**config.mk**
```make
export PLATFORM = sky130hd
export DESIGN_NAME = sem_front
export DESIGN_NICKNAME = d
export VERILOG_FILES = /design/src/rtl/core/sem_pkg.sv /design/src/rtl/core/sem_front.sv
export SDC_FILE = /design/constraint.sdc
export NUM_CORES = 1
export LEC_CHECK = 0
export BUFFER_PORTS_ARGS = -buffer_cell sky130_fd_sc_hd__buf_4
export CAP_MARGIN = 25
export CORE_AREA = 5 5 64 66
export DETAILED_ROUTE_END_ITERATION = 12
export DIE_AREA = 0 0 69 71
export PLACE_DENSITY = 0.82
export RECOVER_POWER = 100
export SLEW_MARGIN = 20
export SYNTH_ARGS = -nofsm -noshare
export SYNTH_HDL_FRONTEND = slang
export SYNTH_SLANG_ARGS = --single-unit
```
**constraint.sdc**
```tcl
create_clock -name vclk -period 2.9
set_input_delay 0.725 -clock vclk [all_inputs]
set_output_delay 0.725 -clock vclk [all_outputs]
set_load 0.01 [all_outputs]
```
**src/rtl/core/sem_pkg.sv**
```systemverilog
// ----------------------------------------------------------------------------
// Session energy meter package
// Shared types and constants for the front classifier, the item queue and
// the execution back end.
// ----------------------------------------------------------------------------
package sem_pkg;

    localparam int TS_W     = 32;
    localparam int CUR_W    = 18;
    localparam int VOLT_W   = 16;
    localparam int IDLE_W   = 17;
    localparam int ENERGY_W = 63;
    localparam int POWER_W  = 33;
    localparam int DUR_W    = 23;
    localparam int COUNT_W  = 32;

    localparam logic [ENERGY_W-1:0] ENERGY_MAX = {ENERGY_W{1'b1}};

    // floor(x / 1000) == (x * DIV_MAGIC) >> DIV_SHIFT for every 32-bit x.
    localparam int               DIV_MAGIC_W = 29;
    localparam logic [28:0]      DIV_MAGIC   = 29'd274877907;
    localparam int               DIV_SHIFT   = 38;

    typedef enum logic [1:0] {
        CMD_START  = 2'd0,
        CMD_SAMPLE = 2'd1,
        CMD_END    = 2'd2,
        CMD_NONE   = 2'd3
    } t_cmd;

    typedef enum logic [1:0] {
        ST_IDLE,
        ST_MUL,
        ST_ACC,
        ST_UPD
    } t_state;

    // One classified item as it travels from the front to the back.
    typedef struct packed {
        t_cmd              cmd;
        logic [TS_W-1:0]   now;
        logic [CUR_W-1:0]  mag;
        logic [VOLT_W-1:0] bus_v;
        logic [IDLE_W-1:0] idle;
        logic              ok;
    } t_item;

endpackage

```
**src/rtl/core/sem_front.sv**
```systemverilog
// ----------------------------------------------------------------------------
// Session energy meter front classifier
// Decodes the command and reduces the raw currents to a sample magnitude
// and a clamped idle current before the item enters the queue.
// ----------------------------------------------------------------------------
module sem_front
    import sem_pkg::*;
(
    input  logic [1:0]         i_command,
    input  logic [TS_W-1:0]    i_timestamp_ms,
    input  logic signed [17:0] i_current_ma,
    input  logic [VOLT_W-1:0]  i_bus_voltage_mv,
    input  logic signed [17:0] i_idle_current_ma,
    input  logic               i_success,
    output t_item              o_item
);

    logic [CUR_W-1:0] mag;

    // The most negative code has magnitude 2^17, which still fits in 18 bits.
    assign mag = i_current_ma[CUR_W-1] ? (~i_current_ma + 18'd1) : i_current_ma;

    always_comb begin
        o_item.cmd   = t_cmd'(i_command);
        o_item.now   = i_timestamp_ms;
        o_item.mag   = mag;
        o_item.bus_v = i_bus_voltage_mv;
        o_item.idle  = i_idle_current_ma[CUR_W-1] ? '0 : i_idle_current_ma[IDLE_W-1:0];
        o_item.ok    = i_success;
    end

endmodule

```
==> After elaboration in Yosys (flattened, before gate mapping) <==
Index checks and enable logic that the tools add are counted.
{ "totals": {"regBits": 0, "inputBits": 87, "out_inout_bits": 86} }
{ "classes": {"bitwise": 1, "add_sub_neg": 1, "n_mux": 2} }
{ "op_table": {"columns": ["op", "n"], "rows": [
  ["18-bit by 1-bit adder with 18-bit output (second input constant)", 1],
  ["18-bit 2-to-1 mux", 1],
  ["18-bit NOT", 1],
  ["17-bit 2-to-1 mux", 1]
]} }

==> Logic depth before layout (Yosys ltp) <==
Gate-level depths: netlist (run 1).
{ "depth": {"ltp_word": 3, "mapped_depth": 5, "mapped_depth_nobuf": 5} }

==> Least setup slack after synthesis (run 1) <==
OpenSTA, ideal clock, no wires.
{ "synth_path": {"path_type": "input-to-output", "startpoint": "in i_current_ma[10]", "endpoint": "out o_item[50] in the netlist's numbering", "t_arrival_ns": 1.771, "required_ns": 2.175, "stages": 3, "setup_slack_ns": 0.404, "cell_sequence": "or4_4 -> o41ai_2 -> xnor2_1"} }
{ "synth_rtl": {"columns": ["item", "line", "rtl"], "rows": [
  ["start: declaration", "sem_front.sv:11", "input logic signed [17:0] i_current_ma,"],
  ["end: declaration", "sem_front.sv:15", "output t_item o_item"]
]} }

==> results of run 1 <==
==> critical path: stages <==
cell	delay [ns]
buf_4	0.13
or4_4	0.56
o41ai_2	0.34
xnor2_1	0.18
buf_4	0.15
==> report_power, final <==
group	switching [uW]	total [uW]	internal, uW
registers	0	0	0
logic	75.3	153	78.2
clock network	0	0	0
total	75.3	153	78.2
==> cells in the mapped netlist <==
cell type  number  area [sq um]
buf_4          52           390
nor2b_1        17           106
xnor2_1        15           131
nand2_1         9          33.8
o31ai_1         5          37.5
clkbuf_1        3          11.3
inv_1           3          11.3
nor4_1          3          18.8
nor2_1          2          7.51
o21ai_1         2          10.0
o41ai_2         2          32.5
ha_1            1          12.5
nand2b_1        1          6.26
nand3_1         1          5.00
nand3_2         1          10.0
nand4_1         1          6.26
nor3_1          1          5.00
nor3_2          1          10.0
o21ai_0         1          5.00
or3_1           1          6.26
or4_4           1          11.3
==> layout by cell type (no fill, tap or decap) <==
cell	n
o21ai_1	1
o21ai_0	2
inv_1	3
o31ai_1	5
or4_4	1
ha_1	1
or3_1	1
nor2b_1	17
o41ai_2	2
nor2_1	2
nand2_1	9
clkbuf_1	31
nor3_2	1
nand4_1	1
nand3_1	1
xnor2_1	15
buf_4	41
nor4_1	3
nand3_2	1
nor3_1	1
nand2b_1	1
==> layout make-up <==
class	count	area (sq um)	area share, %
Inverter	3	11.3	1.18
Multi-Input combinational cell	65	455	47.9
Timing Repair Buffer	72	424	44.6
Tap cell	48	60.1	6.32
==> how the worst max path moves through the flow <==
stage                             to  cells past startpoint
after floorplan           o_item[50]                      3
after global placement    o_item[50]                      5
after detailed placement  o_item[50]                      5
after CTS                 o_item[50]                      5
after global routing      o_item[49]                      6
final                     o_item[50]                      5
==> metrics by stage <==
stage | hold slack (ns) | cell area [sq um]
after floorplan | 1.50 | 868
after global placement | 1.45 | 1070
after detailed placement | 1.45 | 1070
after CTS | 1.45 | 1070
after global routing | 1.45 | 951
final | 1.45 | 951
==> per-layer routing <==
metal | vias up | wire length, microns | share of wire, % | track usage, %
met3 | 14 | 555 | 21 | 7.24
met5 | - | 0 | 0 | 0
met2 | 93 | 1340 | 49 | 18.6
met1 | 328 | 765 | 28 | 6.85
li1 | 383 | - | - | -
met4 | 0 | 50 | 1.8 | 1.95
==> cells by family (layout without fill, tap and decap cells) <==
family	after synthesis	count (layout)	share of synthesized area (%)
compound gates	10	10	9.80
xor+xnor	15	15	15.1
fa+ha+maj	1	1	1.44
buf+inv	58	75	47.5
simple gates	39	39	26.1
==> metrics.md, run 1 <==
| Metric | Value |
|---|---|
| Final layout net count | `230` |
| Sum Neg Setup Slack | `0 ns` |
| Gr ovfl total | `0` |
| Worst Path Required | `roughly 2.2 ns` |
| Run status | `complete, no violations` |
| Number of fill cells | `around 430` |
| PortBufs | `71` |
| Postcts setup bufs | `0` |
| Arr. time, crit path | `between 2 and 2.5 ns` |
| Cts hold-fix bufs | `0` |
| Worst Path Max Fanout | `4` |
| FF+latch count | `0` |
| Post-synth cell types | `21` |
| Worst vdd ir | `around 0.036 mV` |
| Worst-margin pin slew | `between 0.6 and 0.7 ns` |
| Startpoint types | `input pin` |
| Global-route usage over all layers | `a little under a tenth` |
| Synthesized Nets | `approximately 210` |
| DR vias | `~820` |
| Vias per inst | `4.35` |
| First-pass iteration count of the detailed router | `2` |
| Synth Cell Area | `slightly below 900 sq um` |
| Die H | `71 microns` |
| P&R area growth vs syn | `9.51%` |
| Hold Crit Depth | `0` |
| Row count | `22` |
| MaxCap Viol Count | `0` |
| Tightest Hold Check Type | `in2out` |
| DP Worst Slack | `approximately 0.085 ns` |
| Placed Cells | `188` |
| Register area | `0 sq um` |
| Number of nets with antenna violations after routing | `0` |
| Residual DRC | `0` |
| Min-delay src | `i_timestamp_ms[24]` |
| Antenna cell count | `0` |
| Starting Density | `around a quarter` |
| Width of the die | `69 microns` |
| Setup CP Type | `in2out` |
| Layout Cells excl Fill | `about 190` |
| First-pass GRT wire length | `between 3000 and 4000 microns` |
| PnR Total Power | `around 150 uW` |
| Final period utilization | `a little over nine tenths` |
| Final setup margin | `about 0.087 ns` |
| RSZ-0062 raised after global routing | `false` |
| Hold EP | `o_item[76]` |
| Core area | `around 0.0035 sq mm` |
| Largest net degree at the start of global routing | `19` |
| Routed wire length | `around 2700 microns` |
| Violation count after the first detailed-route iteration | `26` |
| Vias in the first global route | `813` |
| PwrDens | `161 mW/mm^2` |
| Register area share after synthesis | `0%` |
| Post-DP HPWL | `2440 microns` |
| Slew Limit Fails | `0` |
| CP startpoint | `i_current_ma[10]` |
| Clkbuf count | `0` |
| Antenna violations before repair | `0` |
| Final core occ | `between 20% and 30%` |
| I/O Pins | `173` |
| Crit end category | `primary output` |
| Slew headroom | `between 50% and 60%` |
| Final hold vios | `0` |
| Post-cts gate resize count | `0` |
| Fraction of layout cells with a size suffix above 1 | `~33%` |
| Mapped Cells | `about 120` |
| Leakage | `0.000384 uW` |
| Syn avg cell area | `between 7 and 8 sq um` |
| Syn. warnings | `0` |
| Final setup fails | `0` |
| Avg WL per Cell | `approximately 14 microns` |
| Period minus WS final | `between 2 and 3 ns` |
| Max Freq | `around 0.36 GHz` |
| Total die area | `approximately 0.0049 sq mm` |
| Routability cong. | `~0.84` |
No activity file was read; power rests on OpenSTA's default activity.
==> inputs of run 2 (changes only) <==
Settings changed: PLACE_DENSITY 0.82 to 0.86.
==> run 2 against run 1 <==
  * Total power rose by 1.2%
  * Via count down 0.86%
  * Clock-buffer cell count unchanged
  * Die area unchanged
  * Wire length down 2.1%
  * Non-clock buffer count shrank 1
  * Hold slack stayed put
==> metrics.md, run 2 (same netlist as run 1, synthesis figures left out) <==
| Metric | Value |
|---|---|
| Run status | `complete, no violations (unchanged)` |
| Period minus WS final | `2.83 ns (was 2.81 ns)` |
| Total die area | `0.00490 sq mm (unchanged)` |
| Largest net degree at the start of global routing | `19 (unchanged)` |
| Violation count after the first detailed-route iteration | `12 (was 26)` |
| Crit-path cells | `buf_4 -> nor3_2 -> nand3_2 -> o41ai_2 -> xnor2_1 -> buf_4 (was buf_4 -> or4_4 -> o41ai_2 -> xnor2_1 -> buf_4)` |
| MaxCap Viol Count | `0 (unchanged)` |
| PortBufs | `71 (unchanged)` |
| FF+latch count | `0 (unchanged)` |
| Delay-heaviest family, CP | `simple AND/OR/NAND/NOR gates (unchanged)` |
| Register area | `0 sq um (unchanged)` |
| Sum Neg Setup Slack | `0 ns (unchanged)` |
| Arr. time, crit path | `2.11 ns (was 2.09 ns)` |
| Tightest Hold Check Type | `in2out (unchanged)` |
| Final core occ | `27.1% (was 27.0%)` |
| Final setup fails | `0 (unchanged)` |
| I/O Pins | `173 (unchanged)` |
| Fraction of layout cells with a size suffix above 1 | `34.5% (was 32.9%)` |
| Vias per inst | `4.34 (was 4.35)` |
| CP dominant cell by count | `buf_4 (unchanged)` |
| Worst Path Max Fanout | `5 (was 4)` |
| DR vias | `811 (was 818)` |
| Gr ovfl total | `0 (unchanged)` |
| Antenna cell count | `0 (unchanged)` |
| Startpoint types | `input pin (unchanged)` |
| Max Freq | `0.353 GHz (was 0.355 GHz)` |
| Antenna violations before repair | `0 (unchanged)` |
| Starting Density | `24.6% (unchanged)` |
| Crit-path slowest cell | `o41ai_2 (was or4_4)` |
| Number of nets with antenna violations after routing | `0 (unchanged)` |
| Vias in the first global route | `771 (was 813)` |
| Residual DRC | `0 (unchanged)` |
| Global-route usage over all layers | `9.13% (was 9.34%)` |
| Core area | `0.00352 sq mm (unchanged)` |
| Worst-margin pin slew | `0.620 ns (was 0.611 ns)` |
| Clkbuf count | `0 (unchanged)` |
| Width of the die | `69 microns (unchanged)` |
| Leakage | `0.000390 uW (was 0.000384 uW)` |
| Slew Limit Fails | `0 (unchanged)` |
| First-pass iteration count of the detailed router | `4 (was 2)` |
| Slew headroom | `58.7% (was 59.3%)` |
| Routability cong. | `0.951 (was 0.842)` |
| RSZ-0062 raised after global routing | `false (unchanged)` |
| CP peak stage delay | `0.41 ns (was 0.56 ns)` |
| Crit end category | `primary output (unchanged)` |
| Postcts setup bufs | `0 (unchanged)` |
| Most common cell after layout, fill and taps aside | `buf_4 (unchanged)` |
| Post-cts gate resize count | `0 (unchanged)` |
| First-pass GRT wire length | `3820 microns (was 3910 microns)` |
| Post-DP HPWL | `2380 microns (was 2440 microns)` |
| P&R area growth vs syn | `9.94% (was 9.51%)` |
| Avg WL per Cell | `14.2 microns (was 14.4 microns)` |
| Most frequent cells in the layout | `buf_4 (43), clkbuf_1 (28), nor2b_1 (17) (was buf_4 (41), clkbuf_1 (31), nor2b_1 (17))` |
| Setup CP Type | `in2out (unchanged)` |
| Final layout net count | `229 (was 230)` |
| PwrDens | `163 mW/mm^2 (was 161 mW/mm^2)` |
| Cts hold-fix bufs | `0 (unchanged)` |
| Worst vdd ir | `0.0333 mV (was 0.0358 mV)` |
| Row count | `22 (unchanged)` |
| Sum of buffers and inverters on the critical path | `2 (unchanged)` |
| Final hold vios | `0 (unchanged)` |
| Worst Path Required | `2.17 ns (about the same)` |
| Routed wire length | `2650 microns (was 2710 microns)` |
| Die H | `71 microns (unchanged)` |
| Final period utilization | `97.7% (was 97.0%)` |
run 2: cell count changes in the layout (fill, tap and decap cells not counted):
cell	delta
buf_4	+2
clkbuf_1	-3
o21ai_0	+1
o21ai_1	-1
run 2: final timing paths:
| check | from | end | slack, ns | depth (start not counted) |
|---|---|---|---|---|
| worst max-delay path | i_current_ma[4] | o_item[50] | 0.07 | 6 |
| worst min-delay path | i_bus_voltage_mv[1] | o_item[19] | 1.45 | 0 |
run 2: final cells by class:
cell class	count	area (sq um)
multi-input cells	65	455
fillers	404	2570
inverters	3	11.3
well taps	48	60.1
repair buffers	71	428
run 2: metrics by stage:
| step | total power (uW) | instances | worst slack (ns) | instance area [sq um] | hold slack [ns] |
|---|---|---|---|---|---|
| 2_1_floorplan | 143 | 123 | 0.404 | 868 | 1.50 |
| 3_3_place_gp | 176 | 187 | 0.163 | 1060 | 1.45 |
| 3_5_place_dp | 178 | 187 | 0.119 | 1060 | 1.45 |
| 4_1_cts | 179 | 187 | 0.114 | 1060 | 1.45 |
| 5_1_grt | 170 | 187 | 0.00901 | 955 | 1.45 |
| 6_report | 155 | 187 | 0.0666 | 955 | 1.45 |
run 2: where the power goes:
| group | leakage [uW] | switching, uW | total [uW] | internal, uW |
|---|---|---|---|---|
| Sequential | 0 | 0 | 0 | 0 |
| Combinational | 0.000390 | 75.0 | 155 | 80.3 |
| Clock | 0 | 0 | 0 | 0 |
| Total | 0.000390 | 75.0 | 155 | 80.3 |
run 2: per-layer routing:
layer / GRT usage [%] / vias to the layer above / wire length (microns)
met2: 17.5 / 96 / 1270
met3: 7.95 / 10 / 614
met5: 0 / - / 0
li1: - / 379 / -
met1: 6.43 / 326 / 679
met4: 2.82 / 0 / 81
