`src/rtl/core/sem_pkg.sv`:
```
// ----------------------------------------------------------------------------
// Session energy meter package
// Shared types and constants for the front classifier, the item queue and
// the execution back end.
// ----------------------------------------------------------------------------
package sem_pkg;

    localparam int TS_W     = 32;
    localparam int CUR_W    = 18;
    localparam int VOLT_W   = 16;
    localparam int IDLE_W   = 17;
    localparam int ENERGY_W = 63;
    localparam int POWER_W  = 33;
    localparam int DUR_W    = 23;
    localparam int COUNT_W  = 32;

    localparam logic [ENERGY_W-1:0] ENERGY_MAX = {ENERGY_W{1'b1}};

    // floor(x / 1000) == (x * DIV_MAGIC) >> DIV_SHIFT for every 32-bit x.
    localparam int               DIV_MAGIC_W = 29;
    localparam logic [28:0]      DIV_MAGIC   = 29'd274877907;
    localparam int               DIV_SHIFT   = 38;

    typedef enum logic [1:0] {
        CMD_START  = 2'd0,
        CMD_SAMPLE = 2'd1,
        CMD_END    = 2'd2,
        CMD_NONE   = 2'd3
    } t_cmd;

    typedef enum logic [1:0] {
        ST_IDLE,
        ST_MUL,
        ST_ACC,
        ST_UPD
    } t_state;

    // One classified item as it travels from the front to the back.
    typedef struct packed {
        t_cmd              cmd;
        logic [TS_W-1:0]   now;
        logic [CUR_W-1:0]  mag;
        logic [VOLT_W-1:0] bus_v;
        logic [IDLE_W-1:0] idle;
        logic              ok;
    } t_item;

endpackage

```
`src/rtl/core/sem_queue.sv`:
```
// ----------------------------------------------------------------------------
// Session energy meter item queue
// Two-entry queue that decouples input transfers from the back end.
// ----------------------------------------------------------------------------
module sem_queue
    import sem_pkg::*;
(
    input  logic  i_clk,
    input  logic  i_rst_n,
    input  logic  i_push,
    input  t_item i_item,
    input  logic  i_pop,
    output t_item o_head,
    output logic  o_head_valid,
    output logic  o_full
);

    t_item      r_mem [2];
    logic       r_wr_ptr;
    logic       r_rd_ptr;
    logic [1:0] r_count;
    logic       do_push;
    logic       do_pop;

    assign o_full       = (r_count == 2'd2);
    assign o_head_valid = (r_count != 2'd0);
    assign o_head       = r_mem[r_rd_ptr];
    assign do_push      = i_push && !o_full;
    assign do_pop       = i_pop && o_head_valid;

    always_ff @(posedge i_clk) begin
        if (do_push) begin
            r_mem[r_wr_ptr] <= i_item;
        end
    end

    always_ff @(posedge i_clk) begin
        if (!i_rst_n) begin
            r_wr_ptr <= 1'b0;
            r_rd_ptr <= 1'b0;
            r_count  <= 2'd0;
        end else begin
            if (do_push) begin
                r_wr_ptr <= !r_wr_ptr;
            end
            if (do_pop) begin
                r_rd_ptr <= !r_rd_ptr;
            end
            case ({do_push, do_pop})
                2'b10:   r_count <= r_count + 2'd1;
                2'b01:   r_count <= r_count - 2'd1;
                default: r_count <= r_count;
            endcase
        end
    end

endmodule

```
`config.mk`:
```
export PLATFORM = sky130hd
export DESIGN_NAME = sem_queue
export DESIGN_NICKNAME = d
export VERILOG_FILES = /design/src/rtl/core/sem_pkg.sv /design/src/rtl/core/sem_queue.sv
export SDC_FILE = /design/constraint.sdc
export NUM_CORES = 1
export LEC_CHECK = 0
export BUFFER_PORTS_ARGS = -buffer_cell sky130_fd_sc_hd__buf_2
export CORE_ASPECT_RATIO = 0.5
export CORE_UTILIZATION = 50
export DETAILED_ROUTE_END_ITERATION = 6
export HOLD_SLACK_MARGIN = 0.15
export PLACE_DENSITY_LB_ADDON = 0.3
export SLEW_MARGIN = 25
export SYNTH_ARGS = -nofsm -noshare
export SYNTH_HDL_FRONTEND = slang
export SYNTH_SLANG_ARGS = --single-unit
```
`constraint.sdc`:
```
create_clock -name i_clk -period 8.9 [get_ports i_clk]
set_input_delay 1.78 -clock i_clk [delete_from_list [all_inputs] [get_ports i_clk]]
set_output_delay 1.78 -clock i_clk [all_outputs]
set_load 0.01 [all_outputs]
```
# Yosys cells after proc, flatten, opt, wreduce, memory -nomap -nowiden
# Memory sizes are Yosys's and may differ from the RTL's. A register that Yosys moved wholly into a read port is not among the register bits.
# Index checks and enable logic that the tools add are counted.
dict set report word_totals {
  regBits 4
  latch_bits 0
  ram_bits 172
  mem_bits_ro 0
  in_bits 90
  output_inout_bits 88
  wordCells 21
  memories 1
}
# memory words width read_ports rd_ports_with_merged_regs write_ports line
set mem_list {}
lappend mem_list {r_mem 2 86 1 1 1 sem_queue.sv:18} ;# t_item r_mem [2];
dict set report classes {
  addsub 2
  mul 0
  div 0
  order_cmp 0
  eq_ne 3
  n_shift 0
  n_mux 5
  n_bitwise 0
  reduce_logical 7
}
# op n
set op_table {}
lappend op_table {{equality test 2 bit, second input constant} 2}
lappend op_table {{2-to-1 mux 1 bit} 4}
lappend op_table {{case mux 2 bit (2 select lines)} 1}
lappend op_table {{nonzero test 2 bit} 2}
lappend op_table {{logical NOT 1 bit} 3}
lappend op_table {{adder 2 x 1 -> 2 bit, second input constant} 1}
lappend op_table {{equality test 2 x 1 -> 1 bit, second input constant} 1}
lappend op_table {{logical AND 1 bit} 2}
lappend op_table {{subtractor 2 x 1 -> 2 bit, second input constant} 1}

# Depth between registers and ports, before layout
# Gate-level depths: netlist of run 1.
dict set report logic_depth {
  word_depth 5
  ltp_mapped 6
  depth_no_buf 6
}

# Worst setup path before layout of run 1
# No wires, ideal clock.
dict set report synth_path {
  kind {in2reg}
  from {input i_push}
  to {memory r_mem[0][0] in the netlist's numbering (enable)}
  setup_time_ns 0.440
  arrival_ns 3.848
  required_time_ns 8.460
  slack_ns 4.612
  stages 3
  n_path_buf 0
  path_cell_list {inv_1 -> or3_1 -> inv_1}
}
dict set report synth_via {
  elab_chain_len 3
}
# item line
set synth_rtl {}
lappend synth_rtl {{start, declared} sem_queue.sv:10} ;# input logic i_push,
lappend synth_rtl {{logical AND 1 bit} sem_queue.sv:28} ;# assign do_push = i_push && !o_full;
lappend synth_rtl {{2-to-1 mux 1 bit} sem_queue.sv:32} ;# if (do_push) begin
lappend synth_rtl {{2-to-1 mux 1 bit (implied by the code)} sem_queue.sv:33} ;# r_mem[r_wr_ptr] <= i_item;
lappend synth_rtl {{end, declared} sem_queue.sv:18}
# No other way between the ends.

==> impl_metrics.ini, run 1 <==
[outcome]
outcome = finished, final reports clean

[sta]
finalSetupViolCount = 0
timing.slew.headroom_pct = 34.9
fin_tns_setup_ns = 0
holdWs_ns = 0.497
skew_ns = 0.00859
rsz0062_at_grt = false
worst_pin_slew_ns = 0.977
hold_violations = 0
slew_violations = 0
fmax_ghz = 0.246
period_share_pct = 45.6
fin_crit_ns = 4.06

[drt]
drc = 0
wl_per_cell_um = 16.5
postRouteAntennaNets = 0
vias = 3193
viasPerCell = 4.83
dr.pass1.iters = 4
totalWireLength_mm = 10.9
drtIter0Drc = 165

[setup_path]
crit_arrival_ns = 2.28
cp.required_ns = 7.12
startpoint_type = flip-flop
end_kind = primary output
max_stage_delay_ns = 0.77
critical_path.slowest_cell = buf_4
rr_worst_depth = 5
path_class = flip-flop to primary output
cp_max_fo = 72
cp_cell_sequence = buf_4, mux2_1, buf_2

[cts]
cts-resized-gates = 0
path_clk_slew_ns = 0.06
cts_setup_buffers = 0
numCtsBuffers = 17
cts_tree = built
clkSinkCount = 177
clk_latency_ns = 0.41
clockBufferDepth = 2
cts-root-buf = clkbuf_16
htreeDepth = 4
ctsHoldBuffers = 0

[power]
vdd_drop_max_mv = 0.168
pwr_density_cell_mw_per_mm2 = 288
p_leak_nw = 3.02
power_mw = 2.32

[synthesis]
synth_seq_cells = 177
synth_nets = 385
ys_warn_count = 0
syn_avg_cell_area_um2 = 21.9
synth.distinct_cells = 22
syn_inst = 294
seq_area_frac_synth_pct = 81.6
syn_area_mm2 = 0.00645

[final_layout]
fillers = 871
layout_commonest_cell = buf_2
area.growth.synth_to_final_pct = 24.7
final_nets = 574
drive_gt1_share_pct = 49.3
postLayoutCellArea_mm2 = 0.00804
mostFrequentLayoutCells = 177 x buf_2, 172 x edfxtp_1, 57 x mux2_1

[grt]
antenna_found_initial = 0
grt_max_degree = 73
grt_usage_pct = 16.3
grt_pass1_vias = 3234
grt_overflow = 0
grt_pass1_wl_mm = 16.0

[placement]
gp_congestion = 0.694
io_buffers = 177
dpl_cell_area_mm2 = 0.00750
dp_hpwl_mm = 6.91

[floorplan]
core_area_mm2 = 0.0122
placementRows = 28
die_w_um = 163
die_h_um = 82.3
initial_utilization_pct = 52.9
ios = 178
die_area_mm2 = 0.0134

[flow_run]
maxCapViolCount = 0

[worst_hold_path]
hp-class = flip-flop to flip-flop
holdPathStages = 2
-- where the power goes --
part / internal, mW / leakage [nW] / switching, mW
registers: 1.05 / 1.65 / 0.0363
logic: 0.244 / 1.11 / 0.297
clock network: 0.386 / 0.260 / 0.300
total: 1.68 / 3.02 / 0.633
-- stage by stage --
step	utilization (%)	instances	worst slack (ns)
2_1_floorplan	-	294	4.61
3_3_place_gp	61.5	629	4.99
3_5_place_dp	61.5	629	4.96
4_1_cts	66.0	660	4.78
5_1_grt	66.0	660	4.70
6_report	66.0	661	4.84
-- layer usage --
| layer | wire, um | share of wire (%) | global-route usage (%) | up-vias |
|---|---|---|---|---|
| met5 | 0 | 0 | 0 | - |
| met4 | 110 | 1.0 | 7.01 | 0 |
| met3 | 501 | 4.6 | 4.10 | 12 |
| met2 | 5610 | 51 | 29.3 | 85 |
| met1 | 4700 | 43 | 19.1 | 1554 |
| li1 | - | - | - | 1542 |
-- synthesized netlist by cell type --
cell / instances / area, um2
a21boi_1: 2 / 15.0
and2_1: 1 / 6.26
and3_1: 1 / 6.26
buf_2: 4 / 20.0
buf_4: 1 / 7.51
buf_6: 4 / 45.0
clkbuf_1: 1 / 3.75
dfxtp_1: 5 / 100
edfxtp_1: 172 / 5160
ha_1: 1 / 12.5
inv_1: 2 / 7.51
inv_2: 1 / 3.75
mux2_1: 57 / 642
mux2_2: 29 / 327
nand2_1: 1 / 3.75
nand2b_2: 1 / 8.76
nor2b_1: 2 / 12.5
o21a_1: 1 / 7.51
o21ai_0: 2 / 10.0
or2_2: 1 / 6.26
or3_1: 2 / 12.5
xnor2_1: 3 / 26.3
-- logic make-up (layout without fill, tap and decap cells) --
| family | after synthesis | count (layout) | synth area share [%] |
|---|---|---|---|
| AOI/OAI and AO/OA | 5 | 5 | 0.504 |
| DFF | 177 | 177 | 81.6 |
| muxes | 86 | 86 | 15.0 |
| buffers and inverters | 13 | 214 | 1.36 |
| xor gates and xnor gates | 3 | 3 | 0.408 |
| other | 0 | 1 | 0 |
| adders and majority gates | 1 | 1 | 0.194 |
| and+or+nand+nor | 9 | 9 | 0.873 |
-- flip-flops by register name, indices dropped and copies added, names as in the netlist, named ones only --
| register | flops |
|---|---|
| r_mem | 172 |
| r_count | 2 |
| r_rd_ptr | 1 |
| r_wr_ptr | 1 |
-- worst paths after layout --
| kind | start | end | slack (ns) |
|---|---|---|---|
| min reg2reg | r_wr_ptr$_SDFFE_PN0P_ | r_wr_ptr$_SDFFE_PN0P_ | 0.50 |
| max reg2reg | r_count[0]$_SDFFE_PN0P_ | r_mem[0][84]$_DFFE_PP_ | 6.39 |
| min | r_wr_ptr$_SDFFE_PN0P_ | r_wr_ptr$_SDFFE_PN0P_ | 0.50 |
| max | flip-flop | o_head[43] | 4.84 |
-- area by class of cell --
| class | instances | area, um2 | share of cell area, % |
|---|---|---|---|
| flip-flops and latches | 177 | 5270 | 65.5 |
| clock buffers | 19 | 433 | 5.38 |
| inverters | 3 | 12.5 | 0.156 |
| repair buffers | 180 | 908 | 11.3 |
| clock inverters | 12 | 111 | 1.38 |
| diodes | 1 | 2.50 | 0.0311 |
| well taps | 165 | 206 | 2.57 |
| multi-input cells | 104 | 1100 | 13.7 |
-- critical path: cells and delay by family (launching register included) --
family / cells / cell delay (ns)
mux: 1 / 0.40
buf+inv: 2 / 0.92
flops: 1 / 0.48
No activity file was read; power rests on OpenSTA's default activity.
==> run 2, diff against run 1 <==
Clock period 8.9 ns to 4 ns, I/O delays scaled along.
==> run 2 against run 1 <==
Critical path depth did not move. Sequential cell count did not move. Die area did not move. Wire length rose by 2.3%. Worst setup slack got worse by 3.7 ns. First-iteration DRC count rose by 22%. Combinational power rose by 120%. Critical path type unchanged.
==> impl_metrics.ini, run 2 (synthesis results as in run 1) <==
[sta]
fin_crit_ns = 2.82
hold_violations = 0
period_share_pct = 70.6
slew_violations = 0
holdWs_ns = 0.501
timing.slew.headroom_pct = 53.3
rsz0062_at_grt = false
layout_setup_ws_ns = 1.18
fin_tns_setup_ns = 0
worst_pin_slew_ns = 0.699
skew_ns = 0.0105
fmax_ghz = 0.354
finalSetupViolCount = 0

[power]
pwr_density_cell_mw_per_mm2 = 649
p_leak_nw = 3.05
vdd_drop_max_mv = 0.454
power_mw = 5.27

[floorplan]
ios = 178
die_w_um = 163
initial_utilization_pct = 52.9
die_area_mm2 = 0.0134
die_h_um = 82.3
core_area_mm2 = 0.0122
placementRows = 28

[setup_path]
rr_worst_depth = 5
cp.required_ns = 3.20
cp_cell_sequence = buf_12, mux2_1, buf_2
max_stage_delay_ns = 0.72
r2r_end = r_mem[0][69]$_DFFE_PP_
path_buf_inv = 2
cp_max_fo = 47
reg2reg_slack_ns = 1.78
critical_path.slowest_cell = dfxtp_4
cp_num_cells = 3
path_class = flip-flop to primary output
critPathTopFamily = flip-flops
reg2reg_from = r_count[0]$_SDFFE_PN0P_
end_kind = primary output
crit_arrival_ns = 2.02
startpoint_type = flip-flop

[grt]
grt_usage_pct = 17.0
grt_overflow = 0
antenna_found_initial = 0
grt_pass1_wl_mm = 16.5
grt_max_degree = 50
grt_pass1_vias = 3293

[cts]
clkSinkCount = 177
numCtsBuffers = 17
cts-resized-gates = 0
ctsHoldBuffers = 0
htreeDepth = 4
cts-root-buf = clkbuf_16
path_clk_slew_ns = 0.06
clockBufferDepth = 2
cts_tree = built
cts_setup_buffers = 0
clk_latency_ns = 0.41

[final_layout]
regMostFlops = r_mem
largest_reg_flops = 172
final_nets = 574
seq_area_mm2 = 0.00527
postLayoutCellArea_mm2 = 0.00812
drive_gt1_share_pct = 49.6
fillers = 841
layout_commonest_cell = buf_2
reg_top3 = r_mem (172), r_count (2)
diodes = 0
multiInputGateArea_mm2 = 0.00110
mostFrequentLayoutCells = 177 x buf_2, 172 x edfxtp_1, 57 x mux2_1
area.growth.synth_to_final_pct = 25.8

[drt]
highest_layer = met4
wl_met2_mm = 5.77
drtIter0Drc = 202
dr.pass1.iters = 4
drc = 0
postRouteAntennaNets = 0
met3_length_um = 565
vias = 3254
wl_per_cell_um = 16.9
viasPerCell = 4.92
totalWireLength_mm = 11.2
wl_met1_mm = 4.69

[placement]
gp_congestion = 0.694
dp_slack_ns = 1.42
dpl_cell_area_mm2 = 0.00753
dp_hpwl_mm = 7.29
io_buffers = 177

[worst_hold_path]
holdPathStages = 2
hold_start = r_wr_ptr$_SDFFE_PN0P_
hp-class = flip-flop to flip-flop
whs_endpoint = r_wr_ptr$_SDFFE_PN0P_

[outcome]
outcome = finished, final reports clean

[flow_run]
maxCapViolCount = 0
-- run 2: cell count changes in the layout (fill, tap and decap cells not counted), sizes merged --
| cell | delta |
|---|---|
| clkbuf | -2 |
| clkinv | +1 |
| bufinv | +1 |
| inv | +2 |
| diode | -1 |
| clkinvlp | -1 |
-- run 2: worst register-to-register path, cell delays in order (launching register included) --
cell	delay [ns]
dfxtp_1	0.42
nand2b_2	0.19
inv_2	0.04
or3_1	0.34
clkinv_2	0.50
buf_12	0.36
-- run 2: worst max path at each step --
stage                         start                endpoint  slack (ns)
after global placement       i_push  r_mem[0][64]$_DFFE_PP_        1.43
after detailed placement     i_push  r_mem[0][38]$_DFFE_PP_        1.42
after CTS                 flip-flop              o_head[36]        1.14
after floorplan              i_push   r_mem[0][0]$_DFFE_PP_        0.69
final                     flip-flop              o_head[36]        1.18
after global routing      flip-flop              o_head[36]        1.05
-- run 2: area by class of cell --
| cell class | instances | share of cell area [%] |
|---|---|---|
| inverter | 3 | 0.154 |
| clock buffer | 17 | 5.24 |
| multi-input combinational | 104 | 13.6 |
| clock inverter | 15 | 1.91 |
| timing repair buffer | 180 | 11.7 |
| tap | 165 | 2.54 |
| sequential | 177 | 64.9 |
-- run 2: stage by stage --
stage / util (%) / std cells
final: 66.6 / 661
after global placement: 61.8 / 629
after global routing: 66.6 / 661
after floorplan: - / 294
after CTS: 66.6 / 661
after detailed placement: 61.8 / 629
-- run 2: report_power, final --
group	internal (mW)	switching, mW	leakage (nW)
clock network	0.927	0.685	0.282
registers	2.34	0.125	1.65
logic	0.561	0.629	1.12
-- run 2: metal layers --
layer  GRT usage, %  up-vias
li1               -     1539
met1           20.3     1612
met2           29.6       91
met3           4.65       12
met4           7.29        0
met5              0        -
==> run 3, diff against run 2 <==
Settings changed: ABC_AREA set to 1.
Clock period 4 ns to 2.7 ns, I/O delays scaled along.
==> run 3 against run 2 <==
Non-clock buffer count grew 3. Largest cell class unchanged. Synthesized cell count rose by 4.1%. Critical path type unchanged. Largest power group unchanged. Design area is 2.6% higher.
==> impl_metrics.ini, run 3 <==
[synthesis]
synth_seq_cells = 177
synth-compound-area-share_pct = 0.263
synth_xor_area_share_pct = 0
synth_common_cells = 172 x edfxtp_1, 46 x mux2_2, 40 x mux2_4, 12 x nor2_1, 8 x nand2_1
ys_async_sr_fraction_pct = 0
syn_inst = 306
syn_avg_cell_area_um2 = 21.7
synth.distinct_cells = 17
synthTopCellsByArea = edfxtp_1 78%, mux2_4 9.0%, mux2_2 7.8%
synth_ff_type = edfxtp_1
ys_warn_count = 0
synthAdderAreaFrac_pct = 0.188
synth_nets = 397
yosysTopAreaCellShare_pct = 77.6
synth_area_leader_cell = edfxtp_1
seq_area_frac_synth_pct = 79.1
synthMuxAreaShare_pct = 16.8
synth_most_common_cell = edfxtp_1
synth_top_family_by_area = multiplexers
synthSimpleGateAreaFrac_pct = 1.30
synth_edf_count = 172
syn_area_mm2 = 0.00665

[cts]
htreeDepth = 4
cts-root-buf = clkbuf_16
path_clk_slew_ns = 0.07
cts_setup_buffers = 0
clkSinkCount = 177
cts-resized-gates = 0
clk_latency_ns = 0.41
clockBufferDepth = 2
ctsHoldBuffers = 0
numCtsBuffers = 17
cts_tree = built

[grt]
grt_usage_pct = 16.9
use_met3_pct = 5.76
grt_pass1_wl_mm = 17.1
grt_overflow = 0
top_usage_layer = met2
grt_pass1_vias = 3420
grt_max_degree = 87
antenna_found_initial = 0
grt_util_met1_pct = 19.8
met2_usage_pct = 29.1

[floorplan]
ios = 178
placementRows = 29
core_area_mm2 = 0.0128
die_h_um = 83.6
die_w_um = 165
initial_utilization_pct = 51.9
die_area_mm2 = 0.0138

[sta]
fmax_ghz = 0.438
timing.slew.headroom_pct = 64.1
hold_violations = 0
finalSetupViolCount = 0
fin_tns_setup_ns = 0
rsz0062_at_grt = false
period_share_pct = 84.6
worst_pin_slew_ns = 0.538
skew_ns = 0.00774
fin_crit_ns = 2.28
slew_violations = 0
layout_setup_ws_ns = 0.416

[drt]
viasPerCell = 4.85
drtIter0Drc = 229
wl_per_cell_um = 16.2
postRouteAntennaNets = 0
vias = 3300
totalWireLength_mm = 11.0
dr.pass1.iters = 4
drc = 0

[setup_path]
path_class = flip-flop to primary output
path_buf_inv = 2
reg2reg_from = r_count[0]$_SDFFE_PN0P_
reg2reg_slack_ns = 0.98
startpoint_type = flip-flop
r2r_end = r_mem[1][68]$_DFFE_PP_
end_kind = primary output
critPathTopFamily = buffers and inverters
critical_path.slowest_cell = dfxtp_4
cp.required_ns = 2.16
rr_worst_depth = 5
cp_cell_sequence = buf_4, mux2_2, buf_2
crit_arrival_ns = 1.74
cp_max_fo = 17
max_stage_delay_ns = 0.47

[placement]
dp_hpwl_mm = 7.19
gp_congestion = 0.716
io_buffers = 177
dp_slack_ns = 0.795

[final_layout]
drive_gt1_share_pct = 59.4
area.growth.synth_to_final_pct = 25.1
diodes = 0
reg_top3 = r_mem (172), r_count (2)
final_nets = 589
layout_commonest_cell = buf_2
regMostFlops = r_mem
mostFrequentLayoutCells = 177 x buf_2, 172 x edfxtp_1, 46 x mux2_2
largest_reg_flops = 172

[power]
vdd_drop_max_mv = 0.556
p_leak_nw = 3.22
pwr_density_cell_mw_per_mm2 = 874

[flow_run]
maxCapViolCount = 0

[worst_hold_path]
whs_endpoint = r_mem[0][71]$_DFFE_PP_
holdPathStages = 1
hold_start = i_item[71]
hp-class = input pin to flip-flop

[outcome]
outcome = finished, final reports clean
==> run 3: cell type report <==
cell class              instances  area (um2)
flip-flops and latches        177        5270
fillers                       922        4480
multi-input cells             112        1240
repair buffers                183         968
clock buffers                  17         425
well taps                     170         213
clock inverters                14         176
inverters                       7        30.0
==> run 3: through the flow <==
step | std cells | hold WS [ns] | utilization [%] | total power [mW] | cell area (um2)
after floorplan | 306 | 0.451 | - | 4.43 | 6660
after global placement | 649 | 0.470 | 60.3 | 4.86 | 7720
after detailed placement | 649 | 0.490 | 60.3 | 4.89 | 7720
after CTS | 680 | 0.295 | 65.0 | 7.36 | 8320
after global routing | 680 | 0.297 | 65.0 | 7.58 | 8320
final | 680 | 0.313 | 65.0 | 7.27 | 8320
==> run 3: how the worst max path moves through the flow <==
stage / slack (ns) / from / cells past startpoint / to
after floorplan: 0.20 / i_push / 4 / r_mem[0][0]$_DFFE_PP_
after global placement: 0.81 / i_push / 6 / r_mem[1][67]$_DFFE_PP_
after detailed placement: 0.80 / i_push / 6 / r_mem[1][64]$_DFFE_PP_
after CTS: 0.38 / flip-flop / 3 / o_head[16]
after global routing: 0.32 / flip-flop / 3 / o_head[78]
final: 0.42 / flip-flop / 3 / o_head[79]
==> run 3: cell families after synthesis <==
logic type | count (synthesis)
compound gates | 3
fa+ha+maj | 1
buf+inv | 17
flops | 177
mux | 86
simple gates | 22
==> run 3: per-layer routing <==
layer  wire (um)  vias to the layer above  share of wire (%)
li1            -                     1578                  -
met1        4410                     1622                 40
met2        5820                       91                 53
met3         703                        9                6.4
met4          89                        0               0.81
met5           0                        -                  0
==> run 3: report_power, final <==
part	switching [mW]	total, mW	leakage, nW	internal (mW)
logic	0.685	1.35	1.28	0.668
clock network	1.00	2.47	0.291	1.47
registers	0.0914	3.45	1.65	3.36
total	1.78	7.27	3.22	5.49
